### src/r3cc_pkg.sv
// Shared types and constants for the RGB 3x3 convolution filter.
// No dependencies.
`timescale 1ns / 1ps
package r3cc_pkg;
   localparam int MAX_WIDTH  = 1024;
   localparam int MAX_HEIGHT = 1024;
   localparam int COEF_BITS  = 16;
   localparam int COL_BITS   = $clog2(MAX_WIDTH);
   localparam int DIM_BITS   = 11;
   localparam int POS_BITS   = 10;
   localparam int PIX_BITS   = 24;
   localparam int PROD_BITS  = COEF_BITS + 9;
   localparam int SUM_BITS   = PROD_BITS + 4;
   localparam int QB         = SUM_BITS;
   localparam int CYC_BITS   = $clog2(QB + 2);
   localparam logic [7:0] PIX_MAX = 8'd255;

   typedef enum logic [2:0] {
      REG_KTOP = 3'd0, REG_KMID = 3'd1, REG_KBOT = 3'd2,
      REG_DIV = 3'd3, REG_WIDTH = 3'd4, REG_HEIGHT = 3'd5
   } reg_idx_type;

   typedef enum logic [1:0] {
      ST_IDLE = 2'd0, ST_SUM = 2'd1, ST_DIV = 2'd2, ST_OUT = 2'd3
   } state_type;

   // top-level control: idle, window just loaded, lanes running
   typedef enum logic [1:0] {
      PH_IDLE = 2'd0, PH_LOAD = 2'd1, PH_BUSY = 2'd2
   } phase_type;

   typedef logic signed [COEF_BITS-1:0] coef_type;
   typedef coef_type [8:0] kernel_type;

   // lane control: start strobe and lanes busy
   typedef struct packed {
      logic start;
      logic busy;
   } lane_ctl_type;
endpackage

### src/r3cc_lane.sv
// One color lane: 3x3 multiply-accumulate, then restoring signed division
// one quotient bit per cycle, then clamp. Uses r3cc_pkg.
`timescale 1ns / 1ps
module r3cc_lane
   import r3cc_pkg::*;
(
   input  logic                 clock,
   input  logic                 reset,
   input  logic                 start,
   input  logic [7:0]           pix [9],
   input  kernel_type           kern,
   input  logic signed [15:0]   divisor,
   output logic                 done,
   output logic [7:0]           result
);
   logic [3:0]                  tap_ff, tap_in;
   logic signed [SUM_BITS-1:0]  acc_ff, acc_in;
   logic [QB-1:0]               quo_ff, quo_in;
   logic [QB:0]                 rem_ff, rem_in;
   logic [QB-1:0]               num_ff, num_in;
   logic [15:0]                 dmag_ff, dmag_in;
   logic                        neg_ff, neg_in;
   logic [CYC_BITS-1:0]         cnt_ff, cnt_in;
   state_type                   st_ff, st_in;
   logic [7:0]                  res_ff, res_in;
   logic signed [PROD_BITS-1:0] prod;
   logic signed [16:0]          dsx;
   logic [QB:0]                 trial;
   logic signed [QB:0]          sq;

   always_comb begin
      dsx = (divisor == 16'sd0) ? 17'sd1 : 17'(divisor);
      prod = PROD_BITS'(kern[tap_ff] * $signed({1'b0, pix[tap_ff]}));
      trial = {rem_ff[QB-1:0], num_ff[QB-1]};
      sq = neg_ff ? -$signed({1'b0, quo_ff}) : $signed({1'b0, quo_ff});
      st_in = st_ff; tap_in = tap_ff; acc_in = acc_ff; quo_in = quo_ff;
      rem_in = rem_ff; num_in = num_ff; dmag_in = dmag_ff; neg_in = neg_ff;
      cnt_in = cnt_ff; res_in = res_ff;
      unique case (st_ff)
         ST_IDLE: begin
            if (start) begin
               st_in = ST_SUM; tap_in = '0; acc_in = '0;
            end
         end
         ST_SUM: begin
            acc_in = acc_ff + SUM_BITS'(prod);
            if (tap_ff == 4'd8) begin
               st_in = ST_DIV;
               num_in = (acc_in < 0) ? QB'(-acc_in) : QB'(acc_in);
               dmag_in = (dsx < 0) ? 16'(-dsx) : 16'(dsx);
               neg_in = (acc_in < 0) ^ (dsx < 0);
               rem_in = '0; quo_in = '0; cnt_in = '0;
            end else begin
               tap_in = tap_ff + 4'd1;
            end
         end
         ST_DIV: begin
            num_in = {num_ff[QB-2:0], 1'b0};
            if (trial >= (QB+1)'(dmag_ff)) begin
               rem_in = trial - (QB+1)'(dmag_ff);
               quo_in = {quo_ff[QB-2:0], 1'b1};
            end else begin
               rem_in = trial;
               quo_in = {quo_ff[QB-2:0], 1'b0};
            end
            cnt_in = cnt_ff + 1'b1;
            if (cnt_ff == CYC_BITS'(QB-1)) st_in = ST_OUT;
         end
         ST_OUT: begin
            if (sq < 0) res_in = '0;
            else if (sq > $signed((QB+1)'(PIX_MAX))) res_in = PIX_MAX;
            else res_in = sq[7:0];
            st_in = ST_IDLE;
         end
         default: st_in = ST_IDLE;
      endcase
   end

   always_ff @(posedge clock) begin
      if (reset) st_ff <= ST_IDLE;
      else st_ff <= st_in;
      tap_ff <= tap_in; acc_ff <= acc_in; quo_ff <= quo_in; rem_ff <= rem_in;
      num_ff <= num_in; dmag_ff <= dmag_in; neg_ff <= neg_in; cnt_ff <= cnt_in;
      res_ff <= res_in;
   end

   assign done = (st_ff == ST_OUT);
   assign result = res_in;
endmodule

### config.mk
export PLATFORM = sky130hd
export DESIGN_NAME = r3cc_lane
export DESIGN_NICKNAME = d
export VERILOG_FILES = /design/src/r3cc_pkg.sv /design/src/r3cc_lane.sv
export SDC_FILE = /design/constraint.sdc
export NUM_CORES = 1
export LEC_CHECK = 0
export ABC_AREA = 1
export BUFFER_PORTS_ARGS = -buffer_cell sky130_fd_sc_hd__buf_2
export CAP_MARGIN = 0
export CORE_UTILIZATION = 55
export DETAILED_ROUTE_END_ITERATION = 16
export HOLD_SLACK_MARGIN = 0.05
export PLACE_DENSITY = 0.75
export SYNTH_ARGS = -nofsm -noshare
export SYNTH_HDL_FRONTEND = slang
export SYNTH_SLANG_ARGS = --single-unit
### constraint.sdc
create_clock -name clock -period 9.4 [get_ports clock]
set_clock_uncertainty 0.2 [all_clocks]
set_input_delay 1.88 -clock clock [delete_from_list [all_inputs] [get_ports clock]]
set_output_delay 1.88 -clock clock [all_outputs]
set_load 0.01 [all_outputs]
* Word level (Yosys, flattened, before mapping)
Cells that the tools add are included.
** Word-level totals
- Memory bits (writable) :: 0
- Input port bits :: 235
- Register bits :: 152
- Output and inout bits :: 9
- Latch bits :: 0
- Word-level logic and storage cells :: 76
- Memories kept :: 0
- Bits in read-only memories :: 0
** Operators by class
- $mul :: 1
- Reductions and logical operators :: 9
- Shift-type cells :: 0
- Div/mod/pow operators :: 0
- Bitwise logic cells :: 2
- Add/subtract/negate cells :: 7
- Order comparisons :: 7
- Equality and inequality tests :: 9
- Mux-type cells :: 31
** Operators with widths (count)
- case mux 29 bit (2 select lines) :: 4
- two-way mux 29 bit :: 6
- binary-select mux 16 bit (select 4 bit) :: 1
- two-way mux 8 bit :: 5
- binary-select mux 8 bit (select 4 bit) :: 1
- two-way mux 16 bit :: 2
- greater-or-equal comparator 30 x 16 -> 1 bit :: 1
- greater-than comparator 30 x 9 -> 1 bit (second input constant) :: 1
- less-than comparator 30 x 1 -> 1 bit (second input constant) :: 1
- two-way mux 30 bit :: 1
- negator 29 -> 30 bit :: 1
- adder 29 x 25 -> 29 bit :: 1
- less-than comparator 29 x 1 -> 1 bit (second input constant) :: 1
- negator 29 bit :: 1
- subtractor 29 x 16 -> 29 bit :: 1
- multiplier 16 x 9 -> 25 bit :: 1
- less-than comparator 17 x 1 -> 1 bit (second input constant) :: 1
- two-way mux 17 bit :: 1
- logical NOT 16 bit :: 1
- negator 16 bit :: 1
- case mux 5 bit (2 select lines) :: 1
- two-way mux 4 bit :: 2
- inequality test 2 bit (second input constant) :: 4
- case mux 2 bit (4 select lines) :: 1
- other kinds (18) :: 25

* Longest topological paths before layout
Gate-level depths: netlist of run 1.
- Depth in word-level cells :: 10
- Mapped depth :: 39
- Depth with buffers taken out :: 36

* Worst setup path before layout of run 1
OpenSTA, ideal clock, no wires.
- Path type :: input to register
- Start point :: input port pix[18] in the netlist's numbering
- End point :: register num_ff[22] (data pin)
- Arrival :: 7.276 ns
- Slack :: 1.671 ns
- Data required time :: 8.947 ns
- Path buffers :: 1
- Cell stages on the path :: 33
- Path through :: o21ai_0 o221ai_1 nand3_1 o21ai_1 clkbuf_1 nand2_1 fa_1 inv_1 fa_1 inv_1 fa_1 inv_1 fa_1 inv_1 fa_1 inv_1 ha_1 nand2_2 inv_1 a21oi_2 nand2_2 nand2_2 nand2_2 xnor2_2 nand2_1 inv_1 nand2_2 nor2_4 nand2_2 nand2_2 nand3_1 nand3_1 nand2_1
** On the way
- Cells in the longest elaborated chain, start to end :: 9
** RTL lines
- start, declared :: RTL line r3cc_lane.sv:10 : input logic [7:0] pix [9],
- binary-select mux 8 bit (select 4 bit) (*) :: RTL line r3cc_lane.sv:33 : prod = PROD_BITS'(kern[tap_ff] * $signed({1'b0, pix[tap_ff]}));
- two-way mux 8 bit (implied by the code) (*) (2 in a row) :: RTL line r3cc_lane.sv:33
- multiplier 16 x 9 -> 25 bit (*) :: RTL line r3cc_lane.sv:33
- adder 29 x 25 -> 29 bit (*) :: RTL line r3cc_lane.sv:46 : acc_in = acc_ff + SUM_BITS'(prod);
- negator 29 bit / less-than comparator 29 x 1 -> 1 bit (equally long branches) :: RTL line r3cc_lane.sv:49 : num_in = (acc_in < 0) ? QB'(-acc_in) : QB'(acc_in);
- two-way mux 29 bit (*) :: RTL line r3cc_lane.sv:49
- two-way mux 29 bit (*) :: RTL line r3cc_lane.sv:47 : if (tap_ff == 4'd8) begin
- case mux 29 bit (2 select lines) (*) :: RTL line r3cc_lane.sv:39 : unique case (st_ff)
- named net num_in[22] :: RTL line r3cc_lane.sv:20 : logic [QB-1:0] num_ff, num_in;
- end signal, assigned :: RTL line r3cc_lane.sv:83 : num_ff <= num_in; dmag_ff <= dmag_in; neg_ff <= neg_in; cnt_ff <= cnt_in;
- end, declared :: RTL line r3cc_lane.sv:20
Mark *: on every way through the listed nets, which the timed path passes. The rest lies on a longest branch. The select of a mux whose other input is x is not followed.
A chain may end at the register's enable or synchronous reset.

* Final worst setup path of run 1
- Start point :: input port pix[51] in the netlist's numbering
- End point :: register num_ff[25] (data pin)
Same word-level chain as after synthesis.

==> flow_metrics.tcl, run 1 <==
set metrics [dict create \
    finalHoldViolCount 0 \
    rows 64 \
    cp.arrival_ps 8890 \
    avgSynthCellArea_um2 7.27 \
    clk_pin_slew_ps 70 \
    routedWlPerCell_um 15.4 \
    fmax_mhz 113 \
    netlist.area_leader.share_pct 24.9 \
    diodes 0 \
    ys_warn_count 0 \
    drv_cap 0 \
    finalWorstSetupSlack_ps 513 \
    die_width_um 179 \
    via_per_inst 5.33 \
    synthesis.area_um2 17200 \
    crit_path_top_delay_cell "o21ai_0" \
    worst_pin_slew_ps 1390 \
    synth_fa_ha_area_share_pct 21.7 \
    fin_nets 3022 \
    cts_setup_buffers 0 \
    synth-edff-count 142 \
    clock-root-buffer "clkbuf_16" \
    grt_setup_unrepaired "no" \
    cp_max_fo 25 \
    drive_above_1_share_pct 13.5 \
    worstPathRequired_ps 9400 \
    holdPathStages 2 \
    synthSimpleGateAreaFrac_pct 24.0 \
    slew_viol_final 0 \
    grt.total_usage_pct 29.3 \
    num_io_pins 244 \
    dpl_worst_slack_ps 622 \
    synth.most_common_cell "nand2_1" \
    worstHoldPathType "flip-flop to flip-flop" \
    slowest_delay_ps 760 \
    htree_levels 4 \
    start_util_pct 55.9 \
    fill_cells 2760 \
    synth_top_area_cell "edfxtp_1" \
    min_period_ps 8890 \
    grt_pass1_wl_um 73500 \
    reg2reg_depth 30 \
    yosysUniqueCellTypes 51 \
    holdBufCountCts 0 \
    tns_ps 0 \
    synth_xor_area_share_pct 3.92 \
    drtPass1Iterations 7 \
    synth_top_family_by_area "simple AND/OR/NAND/NOR gates" \
    synth_area_leaders "edfxtp_1 25%, fa_1 15%, nand2_1 12%" \
    grt_overflow 0 \
    status "complete, no violations" \
    period_share_pct 94.5 \
    portBuffers 243 \
    synthCells 2361 \
    synth_compound_area_share_pct 11.5 \
    cts_tree "built" \
    cts_buffer_depth 2 \
    drt_iter0_markers 1201 \
    wirelength_um 45700 \
    grt_max_degree 100 \
    cp-start-kind "input pin" \
    syn_to_final_growth_pct 12.2 \
    antenna_found_initial 0 \
    antenna_left 0 \
    synth_nets 2815 \
    route.vias.total 15900 \
    numCtsBuffers 17 \
    relSlewSlack_pct 7.03 \
    numClockSinks 152 \
    core_um2 30700 \
    grt_pass1_vias 15200 \
    cpMostUsedCell "nand2_1" \
    drc_errors 0 \
    critPathKind "input pin to flip-flop" \
    cts_resized 0 \
    hpwl_um 35100 \
    ys_top_cells_by_count "530 x nand2_1, 492 x inv_1, 272 x nor2_1" \
    die_h_um 179 \
    async_reset_ff_share_pct 0 \
    synth_seq_area_share_pct 26.0 \
    insertion_delay_ps 440 \
    setup_violations 0 \
    synthMuxAreaShare_pct 0 \
    gp_congestion 0.953 \
    cp-end-kind "flip-flop" \
    ys.flop_type "edfxtp_1" \
    ys_seq_elements 152 \
    die_area_um2 31900 \
]
path summary, 6_finish.rpt:
path	startpoint	to	slack, ps
setup / recovery	pix[51]	num_ff[25]	510
hold / removal	res_ff[7]	res_ff[7]	250
setup reg to reg	tap_ff[0]	num_ff[25]	910
hold reg to reg	res_ff[7]	res_ff[7]	250
cell usage in the layout (no fill, tap or decap), types with 13 or more instances in the layout:
master and count:
buf_2 243, inv_1 492, o21ai_0 158, nor2_1 272, o21ai_1 33, nand2_2 26
a21oi_1 73, clkbuf_16 17, edfxtp_1 142, nand4_1 18, xnor2_1 27, nor3_1 14
nand3b_1 13, ha_1 88, buf_4 20, o221ai_1 39, fa_1 130, xor2_1 48
nand3_1 94, nand2_1 530
critical path: cells and delay by family:
kind | cells | cell delay (ps)
simple gates | 11 | 1040
compound gates | 7 | 2230
buf+inv | 6 | 790
fa+ha+maj | 6 | 2910
metal layers:
metal / wire, um / share of wire [%] / GRT usage (%) / vias up
met5: 0 / 0 / 0 / -
met4: 2270 / 5.0 / 15.4 / 0
met3: 2970 / 6.5 / 4.94 / 108
met2: 21700 / 47 / 49.4 / 548
met1: 18800 / 41 / 36.0 / 7371
li1: - / - / - / 7832
flip-flops by register name, indices dropped and copies added, names as in the netlist:
signal / count
acc_ff: 29
num_ff: 29
quo_ff: 29
rem_ff: 29
dmag_ff: 16
res_ff: 8
cnt_ff: 5
tap_ff: 4
st_ff: 2
neg_ff: 1
cells by family after synthesis:
logic type | Yosys count
buffers and inverters | 577
xor gates and xnor gates | 76
DFF | 152
and+or+nand+nor | 992
adders and majority gates | 219
AOI/OAI and AO/OA | 345
metrics by stage:
step                instance area (um^2)  instances  util (%)  hold slack, ps
floorplan                          17200       2361         -             284
global placement                   18700       2944      61.0             235
detailed placement                 18700       2944      61.0             240
CTS                                19200       2976      62.7             260
global route                       19200       2977      62.7             275
finish                             19200       2977      62.7             251
layout make-up:
cell class              count  area [um^2]  share of cell area, %
inverters                 501         1880                   9.79
flip-flops and latches    152         4460                   23.2
well taps                 396          495                   2.57
clock inverters            13         91.3                  0.475
repair buffers            264         1380                   7.16
multi-input cells        1632        10500                   54.5
clock buffers              19          443                   2.30
Power of run 1 is left out: the tool's default activity adds up to more than one toggle a clock period on the data nets, which glitch-free logic cannot reach.
==> run 2, diff against run 1 <==
CELL_PAD_IN_SITES_DETAIL_PLACEMENT = 1   (was unset)
CELL_PAD_IN_SITES_GLOBAL_PLACEMENT = 2   (was unset)
CORE_UTILIZATION = 34   (was 55)
PLACE_DENSITY = 0.81   (was 0.75)
==> run 2 against run 1 <==
  * Sequential cell count did not move
  * Die area increased by 61%
  * Fmax up 3.7%
  * Largest cell class unchanged
  * Clock-buffer cell count rose by 1
  * Global-route usage is 7.8 points lower
  * Setup slack gained 320 ps
  * Via count is 0.29% higher
  * Core utilization fell by 23 points
==> flow_metrics.tcl, run 2 (synthesis results as in run 1) <==
set metrics [dict create \
    portBuffers 243 \
    rows 81 \
    drc_errors 0 \
    dpl_worst_slack_ps 318 \
    slew_viol_final 0 \
    cp_top_family "adder cells" \
    route.vias.total 15900 \
    worst_pin_slew_ps 974 \
    numClockSinks 152 \
    clk_pin_slew_ps 70 \
    drv_cap 0 \
    cts_setup_buffers 0 \
    drt_iter0_markers 611 \
    die_area_um2 51400 \
    clock-root-buffer "clkbuf_16" \
    worstHoldPathType "flip-flop to flip-flop" \
    crit_path_top_delay_cell "fa_1" \
    antenna_found_initial 0 \
    grt_pass1_wl_um 87800 \
    routedWlPerCell_um 16.5 \
    hpwl_um 43300 \
    final_cell_mix "530 x nand2_1, 492 x inv_1, 272 x nor2_1, 243 x buf_2, 158 x o21ai_0" \
    cp-end-kind "flip-flop" \
    drtPass1Iterations 5 \
    drive_above_1_share_pct 13.6 \
    finalWorstSetupSlack_ps 831 \
    final_common_cell "nand2_1" \
    core_um2 49400 \
    diodes 0 \
    worstPathRequired_ps 9410 \
    relSlewSlack_pct 35.0 \
    period_share_pct 91.2 \
    syn_to_final_growth_pct 14.5 \
    wirelength_um 53600 \
    fmax_mhz 117 \
    grt.total_usage_pct 21.5 \
    numCtsBuffers 17 \
    cts_tree "built" \
    htree_levels 4 \
    finalHoldViolCount 0 \
    start_util_pct 34.8 \
    antenna_left 0 \
    cts_resized 0 \
    hold_ws_ps 262 \
    insertion_delay_ps 450 \
    via_per_inst 4.90 \
    die_width_um 227 \
    grt_overflow 0 \
    holdBufCountCts 0 \
    grt_max_degree 100 \
    grt_setup_unrepaired "no" \
    cp-start-kind "input pin" \
    tns_ps 0 \
    cp_max_fo 25 \
    gp_congestion 0.849 \
    fin_nets 3023 \
    min_period_ps 8570 \
    status "complete, no violations" \
    cts_buffer_depth 2 \
    crit_buf_inv 8 \
    setup_violations 0 \
    slowest_delay_ps 610 \
    critPathKind "input pin to flip-flop" \
    grt_pass1_vias 17300 \
    die_h_um 227 \
    cpMostUsedCell "inv_1" \
    post-route-util_pct 39.8 \
    num_io_pins 244 \
    cp.arrival_ps 8580 \
]
==> run 2: worst paths after layout <==
check,cells after the start,endpoint,slack [ps],startpoint
setup reg to reg,33,num_ff[25],1050,tap_ff[0]
hold / removal,2,res_ff[2],260,res_ff[2]
hold reg to reg,2,res_ff[2],260,res_ff[2]
setup / recovery,31,num_ff[25],830,kern[111]
==> run 2: tightest hold or removal path: stages, from the launching register on <==
cell and delay, ps:
dfxtp_1 310, nand2_1 50, nand2_1 70
==> run 2: area by class of cell <==
class	count	area [um^2]
fill	6338	29700
multi-input combinational	1632	10500
sequential	152	4460
inverter	501	1880
timing repair buffer	265	1390
tap	664	831
clock buffer	20	489
clock inverter	12	98.8
==> run 2: layer usage <==
layer / wire length [um] / vias up / GRT usage [%]
li1: - / 7827 / -
met1: 23200 / 7754 / 25.8
met2: 27500 / 271 / 39.9
met3: 1750 / 53 / 2.18
met4: 1260 / 0 / 6.87
met5: 0 / - / 0
==> run 2: stage by stage <==
| step | instance area, um^2 | instances |
|---|---|---|
| detailed placement | 19100 | 3214 |
| global placement | 19100 | 3214 |
| CTS | 19600 | 3246 |
| global route | 19600 | 3246 |
| floorplan | 17200 | 2361 |
| finish | 19600 | 3246 |
Power of run 2 is left out for the same reason.
